$ cat src/zcss_pkg.sv
// Shared types, codes and constants of the zero-crossing switch sequencer.
`default_nettype none

package zcss_pkg;

  // Default sizes of the switch bank and of the supply.
  localparam int SWITCH_COUNT_DEF = 18;
  localparam int PHASE_COUNT_DEF  = 3;

  // Phase slots carried through the design. Only the first three have mask registers.
  localparam int PHASE_SLOTS     = 4;
  localparam int MASKED_PHASES   = 3;
  localparam int PHASE_IDX_W     = 2;
  localparam int PHASE_SEARCH_W  = 3;
  localparam int COMP_W          = 3;
  localparam int TIMEOUT_W       = 32;
  localparam int CFG_INDEX_W     = 3;
  localparam int CFG_DATA_W      = 32;

  localparam logic [TIMEOUT_W-1:0] TIMEOUT_RESET = 32'd1000000000;

  typedef enum logic [CFG_INDEX_W-1:0] {
    CFG_ZCS_ENABLE    = 3'd0,
    CFG_PHASE1_MASK   = 3'd1,
    CFG_PHASE2_MASK   = 3'd2,
    CFG_PHASE3_MASK   = 3'd3,
    CFG_TIMEOUT_TICKS = 3'd4
  } zcss_cfg_idx_t;

  typedef enum logic {
    CMD_TICK    = 1'b0,
    CMD_REQUEST = 1'b1
  } zcss_cmd_t;

  typedef enum logic [1:0] {
    STAT_OK      = 2'd0,
    STAT_TIMEOUT = 2'd1,
    STAT_BUSY    = 2'd2
  } zcss_status_t;

  // Control state of a running sequence.
  typedef struct packed {
    logic [PHASE_IDX_W-1:0] phase;
    logic                   captured;
    logic                   timeout_seen;
    logic                   sequencing;
  } zcss_ctrl_t;

endpackage : zcss_pkg

`default_nettype wire

$ cat src/zero_crossing_switch_sequencer.sv
// Top level of the zero-crossing switch sequencer: registers, handshakes and configuration.
`default_nettype none

// The sequencer drives a bank of load switches from a requested on/off pattern. Each input
// transaction is either a time tick or a request carrying a new pattern, and each one yields
// exactly one result transaction with the switch drive after that step, a busy flag, a done
// flag and a status code. With zero-current switching off a request is applied at once. With
// it on, every phase whose mask register is not zero is handled in turn from phase one: the
// phase's comparator bit is captured, and the switches of that phase change only on the tick
// where the bit differs. If the timeout count of ticks passes first the phase is skipped and
// the completion reports a timeout. A request that arrives while a sequence runs is rejected
// with the busy status and the sequence carries on. An input register feeds a single pass of
// next-state logic into the result register, and the block takes one transaction per clock as
// long as the result side does not stall. The configuration port is always ready; registers
// should be written only while no sequence is running and no transaction is in flight.
module zero_crossing_switch_sequencer
  import zcss_pkg::*;
#(
  parameter int SWITCH_COUNT = SWITCH_COUNT_DEF,
  parameter int PHASE_COUNT  = PHASE_COUNT_DEF
) (
  input  var logic                    clk,
  input  var logic                    rst_n,
  // Input channel.
  input  var logic                    in_valid,
  output logic                        in_stall,
  input  var logic                    in_cmd,
  input  var logic [SWITCH_COUNT-1:0] in_desired_mask,
  input  var logic [COMP_W-1:0]       in_comp_status,
  // Result channel.
  output logic                        out_valid,
  input  var logic                    out_stall,
  output logic [SWITCH_COUNT-1:0]     out_switch_drive,
  output logic                        out_busy_res,
  output logic                        out_done_res,
  output logic [1:0]                  out_status,
  // Configuration write channel.
  input  var logic                    cfg_valid,
  output logic                        cfg_ready,
  input  var logic [CFG_INDEX_W-1:0]  cfg_index,
  input  var logic [CFG_DATA_W-1:0]   cfg_wdata
);

  // Configuration registers.
  logic                    zcs_enable_r;
  logic [SWITCH_COUNT-1:0] phase1_mask_r;
  logic [SWITCH_COUNT-1:0] phase2_mask_r;
  logic [SWITCH_COUNT-1:0] phase3_mask_r;
  logic [TIMEOUT_W-1:0]    timeout_ticks_r;

  // Input register stage.
  logic                    s1_valid_r;
  logic                    s1_cmd_r;
  logic [SWITCH_COUNT-1:0] s1_desired_r;
  logic [COMP_W-1:0]       s1_comp_r;

  // Sequencer state.
  zcss_ctrl_t              ctrl_r;
  logic [SWITCH_COUNT-1:0] switch_state_r;
  logic [SWITCH_COUNT-1:0] pending_r;
  logic [TIMEOUT_W-1:0]    wait_count_r;

  // Result register.
  logic                    out_valid_r;
  logic [SWITCH_COUNT-1:0] out_switch_r;
  logic                    out_busy_r;
  logic                    out_done_r;
  zcss_status_t            out_status_r;

  // Step logic results.
  zcss_ctrl_t              ctrl_nxt;
  logic [SWITCH_COUNT-1:0] switch_state_nxt;
  logic [SWITCH_COUNT-1:0] pending_nxt;
  logic [TIMEOUT_W-1:0]    wait_count_nxt;
  logic                    step_done;
  zcss_status_t            step_status;

  logic [PHASE_SLOTS-1:0][SWITCH_COUNT-1:0] phase_masks;
  logic s1_advance;
  logic in_accept;

  // The result register frees when it is empty or being taken this cycle.
  assign s1_advance = !out_valid_r || !out_stall;
  assign in_stall   = s1_valid_r && !s1_advance;
  assign in_accept  = in_valid && !in_stall;
  assign cfg_ready  = 1'b1;

  // Phases beyond the third have no mask register and never hold switches.
  always_comb begin
    phase_masks    = '0;
    phase_masks[0] = phase1_mask_r;
    phase_masks[1] = phase2_mask_r;
    phase_masks[2] = phase3_mask_r;
  end

  always_ff @(posedge clk) begin
    if (!rst_n) begin
      zcs_enable_r    <= 1'b0;
      phase1_mask_r   <= '1;
      phase2_mask_r   <= '0;
      phase3_mask_r   <= '0;
      timeout_ticks_r <= TIMEOUT_RESET;
    end else if (cfg_valid && cfg_ready) begin
      case (cfg_index)
        CFG_ZCS_ENABLE:    zcs_enable_r    <= cfg_wdata[0];
        CFG_PHASE1_MASK:   phase1_mask_r   <= cfg_wdata[SWITCH_COUNT-1:0];
        CFG_PHASE2_MASK:   phase2_mask_r   <= cfg_wdata[SWITCH_COUNT-1:0];
        CFG_PHASE3_MASK:   phase3_mask_r   <= cfg_wdata[SWITCH_COUNT-1:0];
        CFG_TIMEOUT_TICKS: timeout_ticks_r <= cfg_wdata[TIMEOUT_W-1:0];
        default: begin
        end
      endcase
    end
  end

  // Input register stage: loads whenever the stage is empty or moves on.
  always_ff @(posedge clk) begin
    if (!rst_n) begin
      s1_valid_r <= 1'b0;
    end else if (s1_advance || !s1_valid_r) begin
      s1_valid_r <= in_valid;
    end
  end

  always_ff @(posedge clk) begin
    if (in_accept) begin
      s1_cmd_r     <= in_cmd;
      s1_desired_r <= in_desired_mask;
      s1_comp_r    <= in_comp_status;
    end
  end

  zcss_step #(
    .SWITCH_COUNT (SWITCH_COUNT),
    .PHASE_COUNT  (PHASE_COUNT)
  ) u_step (
    .cmd              (s1_cmd_r),
    .desired          (s1_desired_r),
    .comp             (s1_comp_r),
    .zcs_enable       (zcs_enable_r),
    .phase_masks      (phase_masks),
    .timeout_ticks    (timeout_ticks_r),
    .ctrl             (ctrl_r),
    .switch_state     (switch_state_r),
    .pending          (pending_r),
    .wait_count       (wait_count_r),
    .ctrl_nxt         (ctrl_nxt),
    .switch_state_nxt (switch_state_nxt),
    .pending_nxt      (pending_nxt),
    .wait_count_nxt   (wait_count_nxt),
    .done             (step_done),
    .status           (step_status)
  );

  // The sequencer state and the result register both update when the staged transaction
  // moves into the result register.
  always_ff @(posedge clk) begin
    if (!rst_n) begin
      ctrl_r         <= '0;
      switch_state_r <= '0;
      pending_r      <= '0;
      wait_count_r   <= '0;
      out_valid_r    <= 1'b0;
    end else begin
      if (s1_advance) begin
        out_valid_r <= s1_valid_r;
      end
      if (s1_valid_r && s1_advance) begin
        ctrl_r         <= ctrl_nxt;
        switch_state_r <= switch_state_nxt;
        pending_r      <= pending_nxt;
        wait_count_r   <= wait_count_nxt;
      end
    end
  end

  always_ff @(posedge clk) begin
    if (s1_valid_r && s1_advance) begin
      out_switch_r <= switch_state_nxt;
      out_busy_r   <= ctrl_nxt.sequencing;
      out_done_r   <= step_done;
      out_status_r <= step_status;
    end
  end

  assign out_valid        = out_valid_r;
  assign out_switch_drive = out_switch_r;
  assign out_busy_res     = out_busy_r;
  assign out_done_res     = out_done_r;
  assign out_status       = out_status_r;

endmodule : zero_crossing_switch_sequencer

`default_nettype wire

$ cat src/zcss_step.sv
// Next-state and result logic for one transaction of the sequencer.
`default_nettype none

module zcss_step
  import zcss_pkg::*;
#(
  parameter int SWITCH_COUNT = SWITCH_COUNT_DEF,
  parameter int PHASE_COUNT  = PHASE_COUNT_DEF
) (
  input  var logic                                     cmd,
  input  var logic [SWITCH_COUNT-1:0]                  desired,
  input  var logic [COMP_W-1:0]                        comp,
  input  var logic                                     zcs_enable,
  input  var logic [PHASE_SLOTS-1:0][SWITCH_COUNT-1:0] phase_masks,
  input  var logic [TIMEOUT_W-1:0]                     timeout_ticks,
  input  var zcss_ctrl_t                               ctrl,
  input  var logic [SWITCH_COUNT-1:0]                  switch_state,
  input  var logic [SWITCH_COUNT-1:0]                  pending,
  input  var logic [TIMEOUT_W-1:0]                     wait_count,
  output zcss_ctrl_t                                   ctrl_nxt,
  output logic [SWITCH_COUNT-1:0]                      switch_state_nxt,
  output logic [SWITCH_COUNT-1:0]                      pending_nxt,
  output logic [TIMEOUT_W-1:0]                         wait_count_nxt,
  output logic                                         done,
  output zcss_status_t                                 status
);

  logic [PHASE_SLOTS-1:0]    comp_ext;
  logic [PHASE_SLOTS-1:0]    nonzero;
  logic [PHASE_SEARCH_W-1:0] search_start;
  logic [PHASE_SEARCH_W-1:0] target;
  logic [TIMEOUT_W-1:0]      limit;
  logic [TIMEOUT_W:0]        count_inc;
  logic [SWITCH_COUNT-1:0]   cur_mask;
  logic                      do_enter;

  assign comp_ext = {{(PHASE_SLOTS-COMP_W){1'b0}}, comp};
  assign limit    = (timeout_ticks == '0) ? TIMEOUT_W'(1) : timeout_ticks;
  assign count_inc = {1'b0, wait_count} + (TIMEOUT_W+1)'(1);
  assign cur_mask = phase_masks[ctrl.phase];

  always_comb begin
    for (int p = 0; p < PHASE_SLOTS; p++) begin
      nonzero[p] = (phase_masks[p] != '0);
    end
  end

  // A request searches from phase one; a finished phase searches from the one after it.
  assign search_start = (cmd == CMD_REQUEST) ? '0
                      : PHASE_SEARCH_W'({1'b0, ctrl.phase}) + PHASE_SEARCH_W'(1);

  always_comb begin
    target = PHASE_SEARCH_W'(PHASE_COUNT);
    for (int p = PHASE_SLOTS - 1; p >= 0; p--) begin
      if (p < PHASE_COUNT && PHASE_SEARCH_W'(p) >= search_start && nonzero[p]) begin
        target = PHASE_SEARCH_W'(p);
      end
    end
  end

  always_comb begin
    ctrl_nxt         = ctrl;
    switch_state_nxt = switch_state;
    pending_nxt      = pending;
    wait_count_nxt   = wait_count;
    done             = 1'b0;
    status           = STAT_OK;
    do_enter         = 1'b0;

    if (cmd == CMD_REQUEST) begin
      if (ctrl.sequencing) begin
        status = STAT_BUSY;
      end else if (!zcs_enable) begin
        switch_state_nxt = desired;
        done             = 1'b1;
      end else begin
        pending_nxt           = desired;
        ctrl_nxt.timeout_seen = 1'b0;
        do_enter              = 1'b1;
      end
    end else if (ctrl.sequencing) begin
      if (comp_ext[ctrl.phase] != ctrl.captured) begin
        // The comparator changed: this is the crossing for the phase.
        switch_state_nxt = (switch_state & ~cur_mask) | (pending & cur_mask);
        do_enter         = 1'b1;
      end else begin
        wait_count_nxt = count_inc[TIMEOUT_W-1:0];
        if (count_inc >= {1'b0, limit}) begin
          ctrl_nxt.timeout_seen = 1'b1;
          do_enter              = 1'b1;
        end
      end
    end

    if (do_enter) begin
      wait_count_nxt = '0;
      if (target >= PHASE_SEARCH_W'(PHASE_COUNT)) begin
        ctrl_nxt.sequencing = 1'b0;
        ctrl_nxt.phase      = '0;
        done                = 1'b1;
        status = ctrl_nxt.timeout_seen ? STAT_TIMEOUT : STAT_OK;
      end else begin
        ctrl_nxt.sequencing = 1'b1;
        ctrl_nxt.phase      = target[PHASE_IDX_W-1:0];
        ctrl_nxt.captured   = comp_ext[target[PHASE_IDX_W-1:0]];
      end
    end
  end

endmodule : zcss_step

`default_nettype wire

$ cat config.mk
export PLATFORM = sky130hd
export DESIGN_NAME = zero_crossing_switch_sequencer
export DESIGN_NICKNAME = d
export VERILOG_FILES = /design/src/zcss_pkg.sv /design/src/zero_crossing_switch_sequencer.sv /design/src/zcss_step.sv
export SDC_FILE = /design/constraint.sdc
export NUM_CORES = 1
export LEC_CHECK = 0
export ABC_AREA = 1
export BUFFER_PORTS_ARGS = -buffer_cell sky130_fd_sc_hd__clkbuf_2
export CAP_MARGIN = 10
export CORE_MARGIN = 4
export CORE_UTILIZATION = 60
export DETAILED_ROUTE_END_ITERATION = 6
export PLACE_DENSITY_LB_ADDON = 0.08
export SLEW_MARGIN = 20
export SYNTH_ARGS = -nofsm -noshare
export SYNTH_HDL_FRONTEND = slang
export SYNTH_SLANG_ARGS = --single-unit
$ cat constraint.sdc
create_clock -name clk -period 3.25 [get_ports clk]
set_clock_uncertainty 0.05 [all_clocks]
set_input_delay 0.1625 -clock clk [delete_from_list [all_inputs] [get_ports clk]]
set_output_delay 0.1625 -clock clk [all_outputs]
set_load 0.02 [all_outputs]
# After elaboration in Yosys (flattened, before gate mapping)
# Cells that the tools add are included.
dict set report totals {
  out_inout_bits 25
  word_cells 116
  register_bits 206
  in_bits 62
}
dict set report classes {
  n_reduce_logical 28
  eq_ne 7
  n_mux 45
  n_addsub 2
  n_lt_le_gt_ge 7
  bitwise_logic 6
}
# operator count
set op_table {}
lappend op_table {{32-bit two-way mux} 5}
lappend op_table {{18-bit two-way mux} 6}
lappend op_table {{18-bit nonzero test} 3}
lappend op_table {{18-bit bitwise AND} 2}
lappend op_table {{18-bit binary-select mux with 2-bit select} 1}
lappend op_table {{32-bit by 1-bit adder with 33-bit output (second input constant)} 1}
lappend op_table {{33-bit by 32-bit greater-or-equal comparator with 1-bit output} 1}
lappend op_table {{32-bit zero test} 1}
lappend op_table {{1-bit two-way mux} 23}
lappend op_table {{18-bit inverter} 1}
lappend op_table {{18-bit bitwise OR} 1}
lappend op_table {{2-bit two-way mux} 7}
lappend op_table {{2-bit AND reduction} 6}
lappend op_table {{4-bit AND reduction} 2}
lappend op_table {{3-bit by 2-bit equality test with 1-bit output (second input constant)} 2}
lappend op_table {{1-bit by 3-bit greater-or-equal comparator with 1-bit output (first input constant)} 2}
lappend op_table {{1-bit logical AND} 6}
lappend op_table {{2-bit by 3-bit < comparator with 1-bit output (second input constant)} 2}
lappend op_table {{1-bit zero test} 5}
lappend op_table {{1-bit binary-select mux with 2-bit select} 2}
lappend op_table {{2-bit by 1-bit != test with 1-bit output (second input constant)} 2}
lappend op_table {{2-bit by 1-bit adder with 3-bit output (second input constant)} 1}
lappend op_table {{3-bit by 1-bit equality test with 1-bit output (second input constant)} 1}
lappend op_table {{3-bit equality test (second input constant)} 1}
lappend op_table {{9 further kinds} 11}

# Longest topological paths before layout
# Gate-level depths: netlist of the first run.
dict set report logic_depth {
  ltp_word 10
  mapped_depth 22
  ltp_nobuf 22
}

# By module
# From an unflattened synthesis of the first run, not the netlist that was laid out.
dict set report unflattened {
  hier_cells 1701
  area_unflattened_um2 11698.7
}
# module area_each_um2 cells_per_inst seq_area_each_um2 n_inst
set modules_own_cells {}
lappend modules_own_cells {zero_crossing_switch_sequencer 7355.8 849 4564.4 1}
lappend modules_own_cells {zcss_step 4342.9 852 0.0 1}

# Least setup slack after synthesis of the first run
# No wires, ideal clock.
dict set report synth_path {
  path_kind {register to register}
  start {register wait_count_r[0]}
  end {register out_status_r[0], in the netlist out_status[0] (data pin)}
  path_stages_with_launch 18
  arrival_time_ns 2.474
  setup_time_ns 0.254
  t_required_ns 2.946
  period_less_slack_ns 2.778
  path_buffers 0
  path_slack_ns 0.472
  path_cell_list {dfxtp_1 ha_1 nand2_1 nor2_4 nand2_1 nor3_1 xor2_1 ha_1 nand2_1 inv_1 nand2_1 nand2_1 a21oi_1 nand4_1 nor2_8 nor2_1 a21oi_1 nor2_1}
}
dict set report synth_between {
  elab_chain_cells 9
  word_cells_on_any_way 13
  classes_between {add/sub (1); order compare (1); mux (11)}
}
# element line
set synth_lines {}
lappend synth_lines {{from (decl)} zero_crossing_switch_sequencer.sv:61} ;# logic [TIMEOUT_W-1:0] wait_count_r;
lappend synth_lines {{from (signal assigned)} zero_crossing_switch_sequencer.sv:172} ;# wait_count_r <= wait_count_nxt;
lappend synth_lines {{32-bit by 1-bit adder with 33-bit output (*)} zcss_step.sv:39} ;# assign count_inc = {1'b0, wait_count} + (TIMEOUT_W+1)'(1);
lappend synth_lines {{33-bit by 32-bit greater-or-equal comparator with 1-bit output (*)} zcss_step.sv:88} ;# if (count_inc >= {1'b0, limit}) begin
lappend synth_lines {{1-bit two-way mux} zcss_step.sv:88}
lappend synth_lines {{1-bit two-way mux} zcss_step.sv:82} ;# if (comp_ext[ctrl.phase] != ctrl.captured) begin
lappend synth_lines {{1-bit two-way mux} zcss_step.sv:81} ;# end else if (ctrl.sequencing) begin
lappend synth_lines {{1-bit two-way mux} zcss_step.sv:70} ;# if (cmd == CMD_REQUEST) begin
lappend synth_lines {{1-bit two-way mux} zcss_step.sv:101} ;# status = ctrl_nxt.timeout_seen ? STAT_TIMEOUT : STAT_OK;
lappend synth_lines {{2-bit two-way mux} zcss_step.sv:97} ;# if (target >= PHASE_SEARCH_W'(PHASE_COUNT)) begin
lappend synth_lines {{2-bit two-way mux (*)} zcss_step.sv:95} ;# if (do_enter) begin
lappend synth_lines {{to (signal assigned)} zero_crossing_switch_sequencer.sv:182} ;# out_status_r <= step_status;
lappend synth_lines {{to (decl)} zero_crossing_switch_sequencer.sv:68} ;# zcss_status_t out_status_r;
# Mark *: on every way between the ends. The rest lies on a longest branch, timed or not.
# A chain may end at the register's enable or synchronous reset.

# Final worst setup path of the first run
dict set report layout_path {
  start {register wait_count_r[1]}
  end {register wait_count_r[28]}
}
dict set report layout_between {
  elab_chain_cells 8
  word_cells_on_any_way 14
  classes_between {add/sub (1); order compare (1); eq/ne (2); mux (8); reduce/logical (2)}
}
# element line
set layout_lines {}
lappend layout_lines {{32-bit by 1-bit adder with 33-bit output (*)} zcss_step.sv:39}
lappend layout_lines {{33-bit by 32-bit greater-or-equal comparator with 1-bit output} zcss_step.sv:88}
lappend layout_lines {{1-bit two-way mux} zcss_step.sv:88}
lappend layout_lines {{1-bit two-way mux} zcss_step.sv:82}
lappend layout_lines {{1-bit two-way mux} zcss_step.sv:81}
lappend layout_lines {{1-bit two-way mux} zcss_step.sv:70}
lappend layout_lines {{2-bit by 1-bit != test with 1-bit output (no line) or 2-bit nonzero test (tied branches)} --}
lappend layout_lines {{4-bit AND reduction (no line)} --}
# Mark *: on every way between the ends. The rest lies on a longest branch, timed or not. The select of a mux whose other input is x is not followed.

==> results of run 1 <==
layout by cell type, fill, tap and decap left out, types with 5 or more instances in the layout:
| cell type | count |
|---|---|
| clkbuf_16 | 27 |
| nand4_1 | 50 |
| o21ai_1 | 12 |
| clkinv_1 | 5 |
| clkbuf_2 | 85 |
| dfxtp_2 | 8 |
| o211ai_1 | 43 |
| nor3_1 | 6 |
| nand3_1 | 24 |
| nand2_2 | 9 |
| inv_2 | 7 |
| buf_4 | 34 |
| nor2_1 | 111 |
| clkbuf_1 | 5 |
| dfxtp_4 | 5 |
| nor2_4 | 12 |
| xor2_1 | 15 |
| nor3_4 | 5 |
| nand3_2 | 5 |
| nand2_1 | 244 |
| o22ai_1 | 6 |
| xnor2_2 | 6 |
| a21oi_1 | 136 |
| nor4_1 | 11 |
| edfxtp_1 | 44 |
| inv_1 | 163 |
| dlygate4sd3_1 | 60 |
| dfxtp_1 | 149 |
| o21ai_0 | 134 |
| nor2_2 | 11 |
| ha_1 | 30 |
cells by family (layout without fill, tap and decap cells):
logic type               Yosys count  count (layout)
XOR/XNOR                          27              27
AND/OR/NAND/NOR                  503             504
AO/OA/AOI/OAI                    339             339
other                              1               2
flip-flops                       206             206
buffers and inverters            241             405
adder cells (fa/ha/maj)           34              34
worst max-delay path, cell delays in order, from the launching register on:
cell     delay [ps]
dfxtp_4         380
inv_2            50
nor3_4          260
buf_6           160
nand3_4          90
nor3_4          260
xor2_2          240
ha_1            280
nand2_2          90
inv_2            40
nand2_2          50
nand2_2          50
a21oi_2         170
nand4_1         110
buf_4           180
nor2_8          240
buf_12          150
nand4_1         110
a21oi_1         200
what timing repair did:
item / 4_1_cts / 5_1_grt
endpoints found under the hold margin: 105 / 0
buffers inserted: 2 / 14
gates resized for setup: 7 / 94
pin swaps: 4 / 42
gates cloned: 0 / 5
hold buffers: 60 / 0
setup endpoints to repair: 7 / 40
through the flow:
step                      utilization  hold slack (ps)  instances
after detailed placement        0.651              291       1613
after global placement          0.651              289       1613
final                           0.775              126       1737
after CTS                       0.740             99.5       1717
after global routing            0.775              189       1737
after floorplan                     -              211       1351
sequential cells by signal (all words and copies together), names as in the netlist:
register / cells
out_switch_drive: 18
out_busy_res: 1
phase2_mask_r: 18
s1_desired_r: 18
s1_cmd_r: 1
zcs_enable_r: 1
out_done_res: 1
out_status: 2
phase1_mask_r: 18
timeout_ticks_r: 32
phase3_mask_r: 18
s1_valid_r: 1
ctrl_r: 5
switch_state_r: 18
out_valid: 1
pending_r: 18
s1_comp_r: 3
wait_count_r: 32
where the power goes:
group          internal, W  leakage, nW  switching (W)  total (W)
Clock              0.00173        0.403        0.00108    0.00281
Sequential         0.00271         1.75      0.0000371    0.00274
Combinational     0.000187         3.61       0.000324   0.000511
final cells by class:
| cell class | instances | area, um^2 | area share |
|---|---|---|---|
| diodes | 1 | 2.50 | 0.000195 |
| well taps | 220 | 275 | 0.0214 |
| clock inverters | 11 | 176 | 0.0137 |
| multi-input cells | 905 | 5060 | 0.394 |
| clock buffers | 31 | 647 | 0.0503 |
| repair buffers | 188 | 1440 | 0.112 |
| inverters | 175 | 657 | 0.0511 |
| flip-flops and latches | 206 | 4590 | 0.357 |
worst paths after layout:
check / from / to / cells after the start
max: wait_count_r[1]$_SDFFE_PN0P_ / wait_count_r[28]$_SDFFE_PN0P_ / 18
min reg2reg: phase3_mask_r[13]$_SDFFE_PN0P_ / phase3_mask_r[13]$_SDFFE_PN0P_ / 2
min: rst_n / ctrl_r[0]$_SDFFE_PN0P_ / 3
max reg2reg: wait_count_r[1]$_SDFFE_PN0P_ / wait_count_r[28]$_SDFFE_PN0P_ / 18
metal layers:
metal / vias to the layer above / wire, um / track usage
met5: - / 0 / 0
met4: 0 / 1360 / 0.115
met3: 101 / 2050 / 0.0432
met2: 425 / 14000 / 0.471
met1: 4635 / 12400 / 0.378
li1: 4817 / - / -
==> flow_metrics.env, run 1 <==
export IMPL_status="finished, final reports clean"
export IMPL_crit_required_ps=3650
export IMPL_drv_cap=0
export IMPL_port_buffers=85
export IMPL_max_slew_worst_pin_slew_ps=1060
export IMPL_cts_sinks=206
export IMPL_synth_xor_area_frac=0.0232
export IMPL_boundaryPins=87
export IMPL_min_period_ps=3230
export IMPL_critPathKind="reg2reg"
export IMPL_synth_fa_ha_area_frac=0.0418
export IMPL_yosysSeqAreaShare=0.448
export IMPL_ant_nets=0
export IMPL_yosys_area_share_simple=0.215
export IMPL_finalWorstSetupSlack_ps=20.8
export IMPL_gr_total_overflow=0
export IMPL_gp_congestion=0.965
export IMPL_ys_warn_count=0
export IMPL_antenna_found_initial=1
export IMPL_r2r_slack_ps=20
export IMPL_async_flop_share=0
export IMPL_netlist_top_cells_area="dfxtp_1 32%, edfxtp_1 13%, nand2_1 9.4%"
export IMPL_synthTopCellsByCount="256 x nand2_1, 167 x inv_1, 162 x dfxtp_1, 140 x a21oi_1, 134 x o21ai_0"
export IMPL_cts_tree="done"
export IMPL_die_x_um=138
export IMPL_synth_seq_cells=206
export IMPL_worstHoldPathType="in2reg"
export IMPL_grt_pass1_wl_mm=45.8
export IMPL_fp_dieH_um=138
export IMPL_post_synth_top_count_cell="nand2_1"
export IMPL_synth_compound_area_frac=0.179
export IMPL_p_total_w=0.00606
export IMPL_cts_htree_levels=1
export IMPL_cts_max_path_buffers=3
export IMPL_powerDensity_nw_per_um2=472
export IMPL_hold_violations=0
export IMPL_avgSynthCellArea_um2=7.54
export IMPL_fin_tns_setup_ps=0
export IMPL_cts_buffers=23
export IMPL_insertion_delay_ps=520
export IMPL_cts_root_buf="clkbuf_16"
export IMPL_syn_to_final_growth_pct=26.2
export IMPL_critPathMaxFanout=5
export IMPL_num_rows=47
export IMPL_p_leak_nw=5.76
export IMPL_hpwl_mm=18.5
export IMPL_detail_route_vias_per_cell=5.74
export IMPL_synth_flop_cell="dfxtp_1"
export IMPL_placed_area_um2=10800
export IMPL_core_area_um2=16600
export IMPL_period_share=0.994
export IMPL_fillCellCount=1150
export IMPL_critPathLaunchType="flip-flop"
export IMPL_slew_viol_final=0
export IMPL_setup_violations=0
export IMPL_initial_utilization=0.614
export IMPL_routed_wl_mm=29.8
export IMPL_netlist_area_um2=10200
export IMPL_synth_top_cell_by_area="dfxtp_1"
export IMPL_nNetsFinal=1595
export IMPL_dpl_worst_slack_ps=8.83
export IMPL_cp_end_kind="flip-flop"
export IMPL_drive_gt1_frac=0.168
export IMPL_drc_errors=0
export IMPL_peakVddDrop_v=0.000442
export IMPL_wl_per_cell_um=17.2
export IMPL_synth_cell_types=36
export IMPL_route_vias_total=9978
export IMPL_synth_edf_count=44
export IMPL_relSlewSlack=0.286
export IMPL_synth_top_cell_area_share=0.318
export IMPL_first_iter_violations=955
export IMPL_synthMuxAreaShare=0
export IMPL_track_usage=0.286
export IMPL_first_pass_iters=7
export IMPL_cp_arrival_ps=3620
export IMPL_dieArea_um2=19100
export IMPL_grt_pass1_vias=9192
export IMPL_grt_max_degree=109
export IMPL_postSynthNetCount=1447
export IMPL_synthCells=1351
export IMPL_design_area_um2=12900
export IMPL_cts_reportedPaths_clkPinSlew_ps=60
export IMPL_rsz0062_at_grt="yes"
export IMPL_synth_top_family_by_area="simple AND/OR/NAND/NOR gates"
export IMPL_fmax_mhz=310
No activity file was read; power rests on OpenSTA's default activity.
==> inputs of run 2 (changes only) <==
Settings changed: CORE_UTILIZATION 60 to 30.
==> run 2 against run 1 <==
Net effect:
- setup slack gained 79 ps
- global-route usage shrank 11 points
- sequential power is essentially flat
- flip-flop and latch count is the same
- register-to-register slack gained 80 ps
- die area grew 93%
- critical path depth is the same
- final cell count grew 15%
- combinational power grew 3%
- final area grew 3.1%
- critical endpoint is now wait_count_r[15]$_SDFFE_PN0P_
==> flow_metrics.env, run 2 (same netlist as run 1, synthesis figures left out) <==
export IMPL_status="finished, final reports clean"
export IMPL_path_cells="buf_4 -> nand2_2 -> nor2_4 -> nand2_1 -> nor3_1 -> buf_4 -> xor2_2 -> ha_1 -> nand2_1 -> a21oi_1 -> nor2_1 -> nand2_1 -> nand2_2 -> nand4_1 -> nor2_8 -> clkbuf_16 -> nand4_1 -> a21oi_1"
export IMPL_cts_reportedPaths_clkPinSlew_ps=60
export IMPL_gp_congestion=0.859
export IMPL_slew_viol_final=0
export IMPL_layout_common_cells="244 x nand2_1, 166 x inv_1, 143 x dfxtp_1, 136 x a21oi_1, 133 x o21ai_0"
export IMPL_syn_to_final_growth_pct=30.0
export IMPL_first_iter_violations=583
export IMPL_cts_sinks=206
export IMPL_reg_largest_list="timeout_ticks_r: 32 flops, wait_count_r: 32 flops"
export IMPL_cp_num_buf_inv=3
export IMPL_p_leak_nw=5.79
export IMPL_fillCellCount=3563
export IMPL_detail_route_vias_per_cell=4.73
export IMPL_cp_end_kind="flip-flop"
export IMPL_critPathLaunchType="flip-flop"
export IMPL_final_common_cell="nand2_1"
export IMPL_cts_tree="done"
export IMPL_ant_nets=0
export IMPL_drive_gt1_frac=0.174
export IMPL_critPathMaxStageDelay_ps=340
export IMPL_critPathMaxFanout=8
export IMPL_dp_cells=1869
export IMPL_cts_htree_levels=1
export IMPL_cts_buffers=27
export IMPL_hpwl_mm=22.7
export IMPL_worstHoldPathType="in2reg"
export IMPL_powerDensity_nw_per_um2=461
export IMPL_drc_errors=0
export IMPL_cts_root_buf="clkbuf_16"
export IMPL_cp_arrival_ps=3570
export IMPL_peakVddDrop_v=0.000404
export IMPL_max_slew_worst_pin_slew_ps=1060
export IMPL_antenna_found_initial=0
export IMPL_slowest_stage="dfxtp_1"
export IMPL_die_x_um=192
export IMPL_nNetsFinal=1621
export IMPL_relSlewSlack=0.288
export IMPL_initial_utilization=0.304
export IMPL_cts_max_path_buffers=3
export IMPL_port_buffers=85
export IMPL_dieArea_um2=37000
export IMPL_min_period_ps=3150
export IMPL_drv_cap=0
export IMPL_diodes=0
export IMPL_core_area_um2=33500
export IMPL_gr_total_overflow=0
export IMPL_finalNonFillerCells=1993
export IMPL_crit_required_ps=3670
export IMPL_insertion_delay_ps=550
export IMPL_design_area_um2=13200
export IMPL_fmax_mhz=317
export IMPL_route_vias_total=9431
export IMPL_hold_violations=0
export IMPL_setup_violations=0
export IMPL_grt_pass1_wl_mm=51.1
export IMPL_wl_per_cell_um=16.5
export IMPL_placed_area_um2=11300
export IMPL_grt_pass1_vias=9070
export IMPL_fp_dieH_um=192
export IMPL_boundaryPins=87
export IMPL_cpMostUsedCell="nand2_1"
export IMPL_routed_wl_mm=32.9
export IMPL_first_pass_iters=5
export IMPL_track_usage=0.175
export IMPL_critical_path_top_delay_family="simple AND/OR/NAND/NOR gates"
export IMPL_fin_tns_setup_ps=0
export IMPL_critPathKind="reg2reg"
export IMPL_grt_max_degree=109
export IMPL_period_share=0.969
export IMPL_rsz0062_at_grt="yes"
export IMPL_num_rows=67
## run 2: changes by cell type in the layout (fill, tap and decap cells not counted), moves of 5 or more
cell / previous run / this run
xor2_2: 3 / 11
dfxtp_2: 8 / 16
nor2_1: 111 / 116
xor2_1: 15 / 7
dlygate4sd3_1: 60 / 65
buf_4: 34 / 56
dfxtp_1: 149 / 143
## run 2: worst paths after layout
path                                                      from                             end  slack, ps  depth (start not counted)
worst max-delay path              wait_count_r[9]$_SDFFE_PN0P_   wait_count_r[15]$_SDFFE_PN0P_        100                         18
worst min-delay path                                     rst_n          ctrl_r[1]$_SDFFE_PN0P_        120                          3
worst max register to register    wait_count_r[9]$_SDFFE_PN0P_   wait_count_r[15]$_SDFFE_PN0P_        100                         18
worst min register to register  phase3_mask_r[16]$_SDFFE_PN0P_  phase3_mask_r[16]$_SDFFE_PN0P_        420                          2
## run 2: tightest hold or removal path, cell delays in order
cell and delay, ps:
buf_2 120, inv_2 200, a21oi_1 170
## run 2: per-layer routing
metal | vias up | wire length [um] | track usage
li1 | 4853 | - | -
met1 | 4391 | 15800 | 0.248
met2 | 142 | 15000 | 0.280
met3 | 45 | 1200 | 0.0248
met4 | 0 | 867 | 0.0442
met5 | - | 0 | 0
## run 2: power by group
group          internal, W  switching (W)  total, W
Clock              0.00166        0.00117   0.00283
Sequential         0.00271      0.0000376   0.00275
Combinational     0.000192       0.000332  0.000524
Total              0.00456        0.00154   0.00611
## run 2: layout make-up
class	instances	area, um^2	share of cell area
Clock buffer	38	737	0.0556
Clock inverter	11	98.8	0.00746
Inverter	175	657	0.0496
Multi-Input combinational cell	904	4990	0.377
Sequential cell	206	4600	0.347
Tap cell	448	561	0.0423
Timing Repair Buffer	211	1610	0.121
## run 2: repair_timing
| item | 4_1_cts | 5_1_grt |
|---|---|---|
| cloned | 0 | 2 |
| buffers inserted | 2 | 6 |
| hold buffers | 65 | 0 |
| hold endpoints to repair | 108 | 0 |
| pin swaps | 1 | 19 |
| setup endpoints to repair | 38 | 40 |
| resized for setup | 3 | 85 |
## run 2: per-stage QoR
step | hold WS, ps | total power (W) | setup WS [ps] | utilization
after floorplan | 211 | 0.00308 | 472 | -
after global placement | 290 | 0.00327 | -103 | 0.337
after detailed placement | 291 | 0.00327 | -96.6 | 0.337
after CTS | 95.2 | 0.00621 | 13.6 | 0.382
after global routing | 123 | 0.00639 | -127 | 0.395
final | 124 | 0.00611 | 100 | 0.395
==> inputs of run 3 (changes only) <==
Settings changed: CORE_MARGIN 4 to default, SYNTH_HIERARCHICAL from default to 1.
==> run 3 against run 2 <==
Net effect:
- via count increased by 21%
- routed wire length increased by 19%
- first-iteration DRC count increased by 11%
- die area increased by 7.6%
- count of clock-buffer cells in the layout unchanged
- synthesized area increased by 15%
- sequential power increased by 5%
- total power increased by 16%
- worst hold slack got worse by 88 ps
- combinational power increased by 130%
- largest power group unchanged
==> flow_metrics.env, run 3 <==
export IMPL_synthCells=1701
export IMPL_grt_pass1_wl_mm=60.4
export IMPL_final_common_cell="nor2_1"
export IMPL_num_rows=71
export IMPL_drc_errors=0
export IMPL_cts_htree_levels=1
export IMPL_netlist_area_um2=11700
export IMPL_die_x_um=199
export IMPL_critPathLaunchType="flip-flop"
export IMPL_finalNonFillerCells=2439
export IMPL_cts_buffers=27
export IMPL_cts_tree="done"
export IMPL_synth_seq_cells=206
export IMPL_slew_viol_final=0
export IMPL_fp_dieH_um=199
export IMPL_synth_edf_count=44
export IMPL_critPathMaxFanout=8
export IMPL_wl_per_cell_um=16.0
export IMPL_async_flop_share=0
export IMPL_post_synth_top_count_cell="nor2_1"
export IMPL_min_period_ps=3090
export IMPL_route_vias_total=11400
export IMPL_layout_common_cells="360 x nor2_1, 295 x nand2_1, 138 x o21ai_0, 136 x dfxtp_1, 135 x inv_1"
export IMPL_cts_sinks=206
export IMPL_netlist_top_cells_area="dfxtp_1 28%, nor2_1 13%, edfxtp_1 11%"
export IMPL_avgSynthCellArea_um2=6.88
export IMPL_insertion_delay_ps=560
export IMPL_cp_arrival_ps=3490
export IMPL_synthTopCellsByCount="390 x nor2_1, 333 x nand2_1, 162 x dfxtp_1, 156 x o21ai_0, 140 x inv_1"
export IMPL_worstHoldPathType="in2reg"
export IMPL_port_buffers=85
export IMPL_p_total_w=0.00711
export IMPL_drive_gt1_frac=0.218
export IMPL_initial_utilization=0.308
export IMPL_synth_top_cell_area_share=0.277
export IMPL_antenna_found_initial=0
export IMPL_ys_warn_count=6
export IMPL_relSlewSlack=0.363
export IMPL_cts_root_buf="clkbuf_16"
export IMPL_grt_pass1_vias=10500
export IMPL_powerDensity_nw_per_um2=462
export IMPL_drv_cap=0
export IMPL_rr_startpoint="wait_count_r[15]$_SDFFE_PN0P_"
export IMPL_synth_flop_cell="dfxtp_1"
export IMPL_grt_max_degree=75
export IMPL_fin_tns_setup_ps=0
export IMPL_timing_rr_end="wait_count_r[30]$_SDFFE_PN0P_"
export IMPL_peakVddDrop_v=0.000414
export IMPL_first_pass_iters=4
export IMPL_nNetsFinal=2004
export IMPL_worstHoldPathCells=4
export IMPL_first_iter_violations=646
export IMPL_hold_path_end="phase1_mask_r[3]$_SDFFE_PN1P_"
export IMPL_critPathKind="reg2reg"
export IMPL_ff2ff_path_depth=23
export IMPL_holdWs_ps=36.7
export IMPL_cts_reportedPaths_clkPinSlew_ps=60
export IMPL_hold_violations=0
export IMPL_ant_nets=0
export IMPL_detail_route_vias_per_cell=4.68
export IMPL_syn_to_final_growth_pct=31.6
export IMPL_synth_cell_types=49
export IMPL_dieArea_um2=39800
export IMPL_dp_cells=2311
export IMPL_track_usage=0.196
export IMPL_critPathLaunch="wait_count_r[15]$_SDFFE_PN0P_"
export IMPL_setup_violations=0
export IMPL_status="finished, final reports clean"
export IMPL_p_leak_nw=6.93
export IMPL_diodes=0
export IMPL_rsz0062_at_grt="yes"
export IMPL_routed_wl_mm=39.0
export IMPL_core_area_um2=38000
export IMPL_cts_max_path_buffers=3
export IMPL_gp_congestion=0.886
export IMPL_boundaryPins=87
export IMPL_min_from="cfg_index[1]"
export IMPL_fmax_mhz=324
export IMPL_r2r_slack_ps=160
export IMPL_crit_required_ps=3650
export IMPL_yosysSeqAreaShare=0.390
export IMPL_cp_end_kind="flip-flop"
export IMPL_period_share=0.950
export IMPL_max_slew_worst_pin_slew_ps=954
export IMPL_gr_total_overflow=0
export IMPL_reg_largest_list="timeout_ticks_r: 32 flops, wait_count_r: 32 flops"
export IMPL_synth_top_cell_by_area="dfxtp_1"
export IMPL_hpwl_mm=26.9
[run 3: logic make-up (layout without fill, tap and decap cells)]
group	count (synthesis)	in the layout	synth area share
xor gates and xnor gates	24	24	0.0180
and+or+nand+nor	922	922	0.333
DFF	206	206	0.390
buffers and inverters	234	444	0.0866
AOI/OAI and AO/OA	273	273	0.130
adders and majority gates	34	34	0.0364
other	2	19	0.000642
muxes	6	6	0.00513
[run 3: cell type report]
type | instances | area [um^2]
Timing Repair inverter | 3 | 43.8
Clock inverter | 11 | 120
Fill cell | 4100 | 22600
Inverter | 147 | 571
Multi-Input combinational cell | 1278 | 6790
Timing Repair Buffer | 245 | 1830
Tap cell | 511 | 639
Clock buffer | 38 | 767
Sequential cell | 206 | 4630
[run 3: metal layers]
metal,wire length [um],up-vias,track usage
met5,0,-,0
met4,590,0,0.0458
met3,1330,38,0.0236
met2,16900,155,0.294
met1,20200,5329,0.294
li1,-,5896,-
[run 3: critical path, cell delays in order (launching register included)]
cell	delay [ps]
dfxtp_4	380
buf_4	110
nand2_1	80
nor2_4	140
nand2_2	100
nor2_1	100
nand2_1	90
xor2_1	140
buf_4	150
inv_1	40
ha_1	280
nand2_2	50
nor2_1	80
nand2_1	70
nor2_2	130
nand2_1	80
a21oi_2	160
nand2_4	80
nand3_4	120
nand2_8	160
inv_8	130
nor2_1	50
o21ai_0	160
nor2_1	50
[run 3: worst max-delay path by stage]
stage                     slack (ps)  depth (start not counted)                            end
after floorplan                  320                         23  wait_count_r[22]$_SDFFE_PN0P_
after global placement          -170                         22  wait_count_r[19]$_SDFFE_PN0P_
after detailed placement        -190                         22  wait_count_r[19]$_SDFFE_PN0P_
after CTS                          3                         22         ctrl_r[0]$_SDFFE_PN0P_
after global routing             -40                         22         ctrl_r[2]$_SDFFE_PN0P_
final                            160                         23  wait_count_r[30]$_SDFFE_PN0P_
[run 3: report_power, final]
group / total (W) / switching [W] / internal [W]
Combinational: 0.00121 / 0.000750 / 0.000463
Clock: 0.00302 / 0.00122 / 0.00180
Sequential: 0.00288 / 0.000114 / 0.00276
Total: 0.00711 / 0.00208 / 0.00503
[run 3: what timing repair did]
item                                    4_1_cts  5_1_grt
endpoints found under the hold margin       103        0
pin swaps                                     0       64
cloned                                        2        1
hold buffers                                 61        0
gates resized for setup                      18      197
endpoints found under the setup margin       37       40
setup buffers                                 0       16
[run 3: stage by stage]
stage	setup slack (ps)	cell area, um^2	utilization
floorplan	322	11800	-
global placement	-168	13000	0.343
detailed placement	-190	13000	0.343
CTS	3.18	14600	0.384
global route	-42.2	15400	0.405
finish	162	15400	0.405
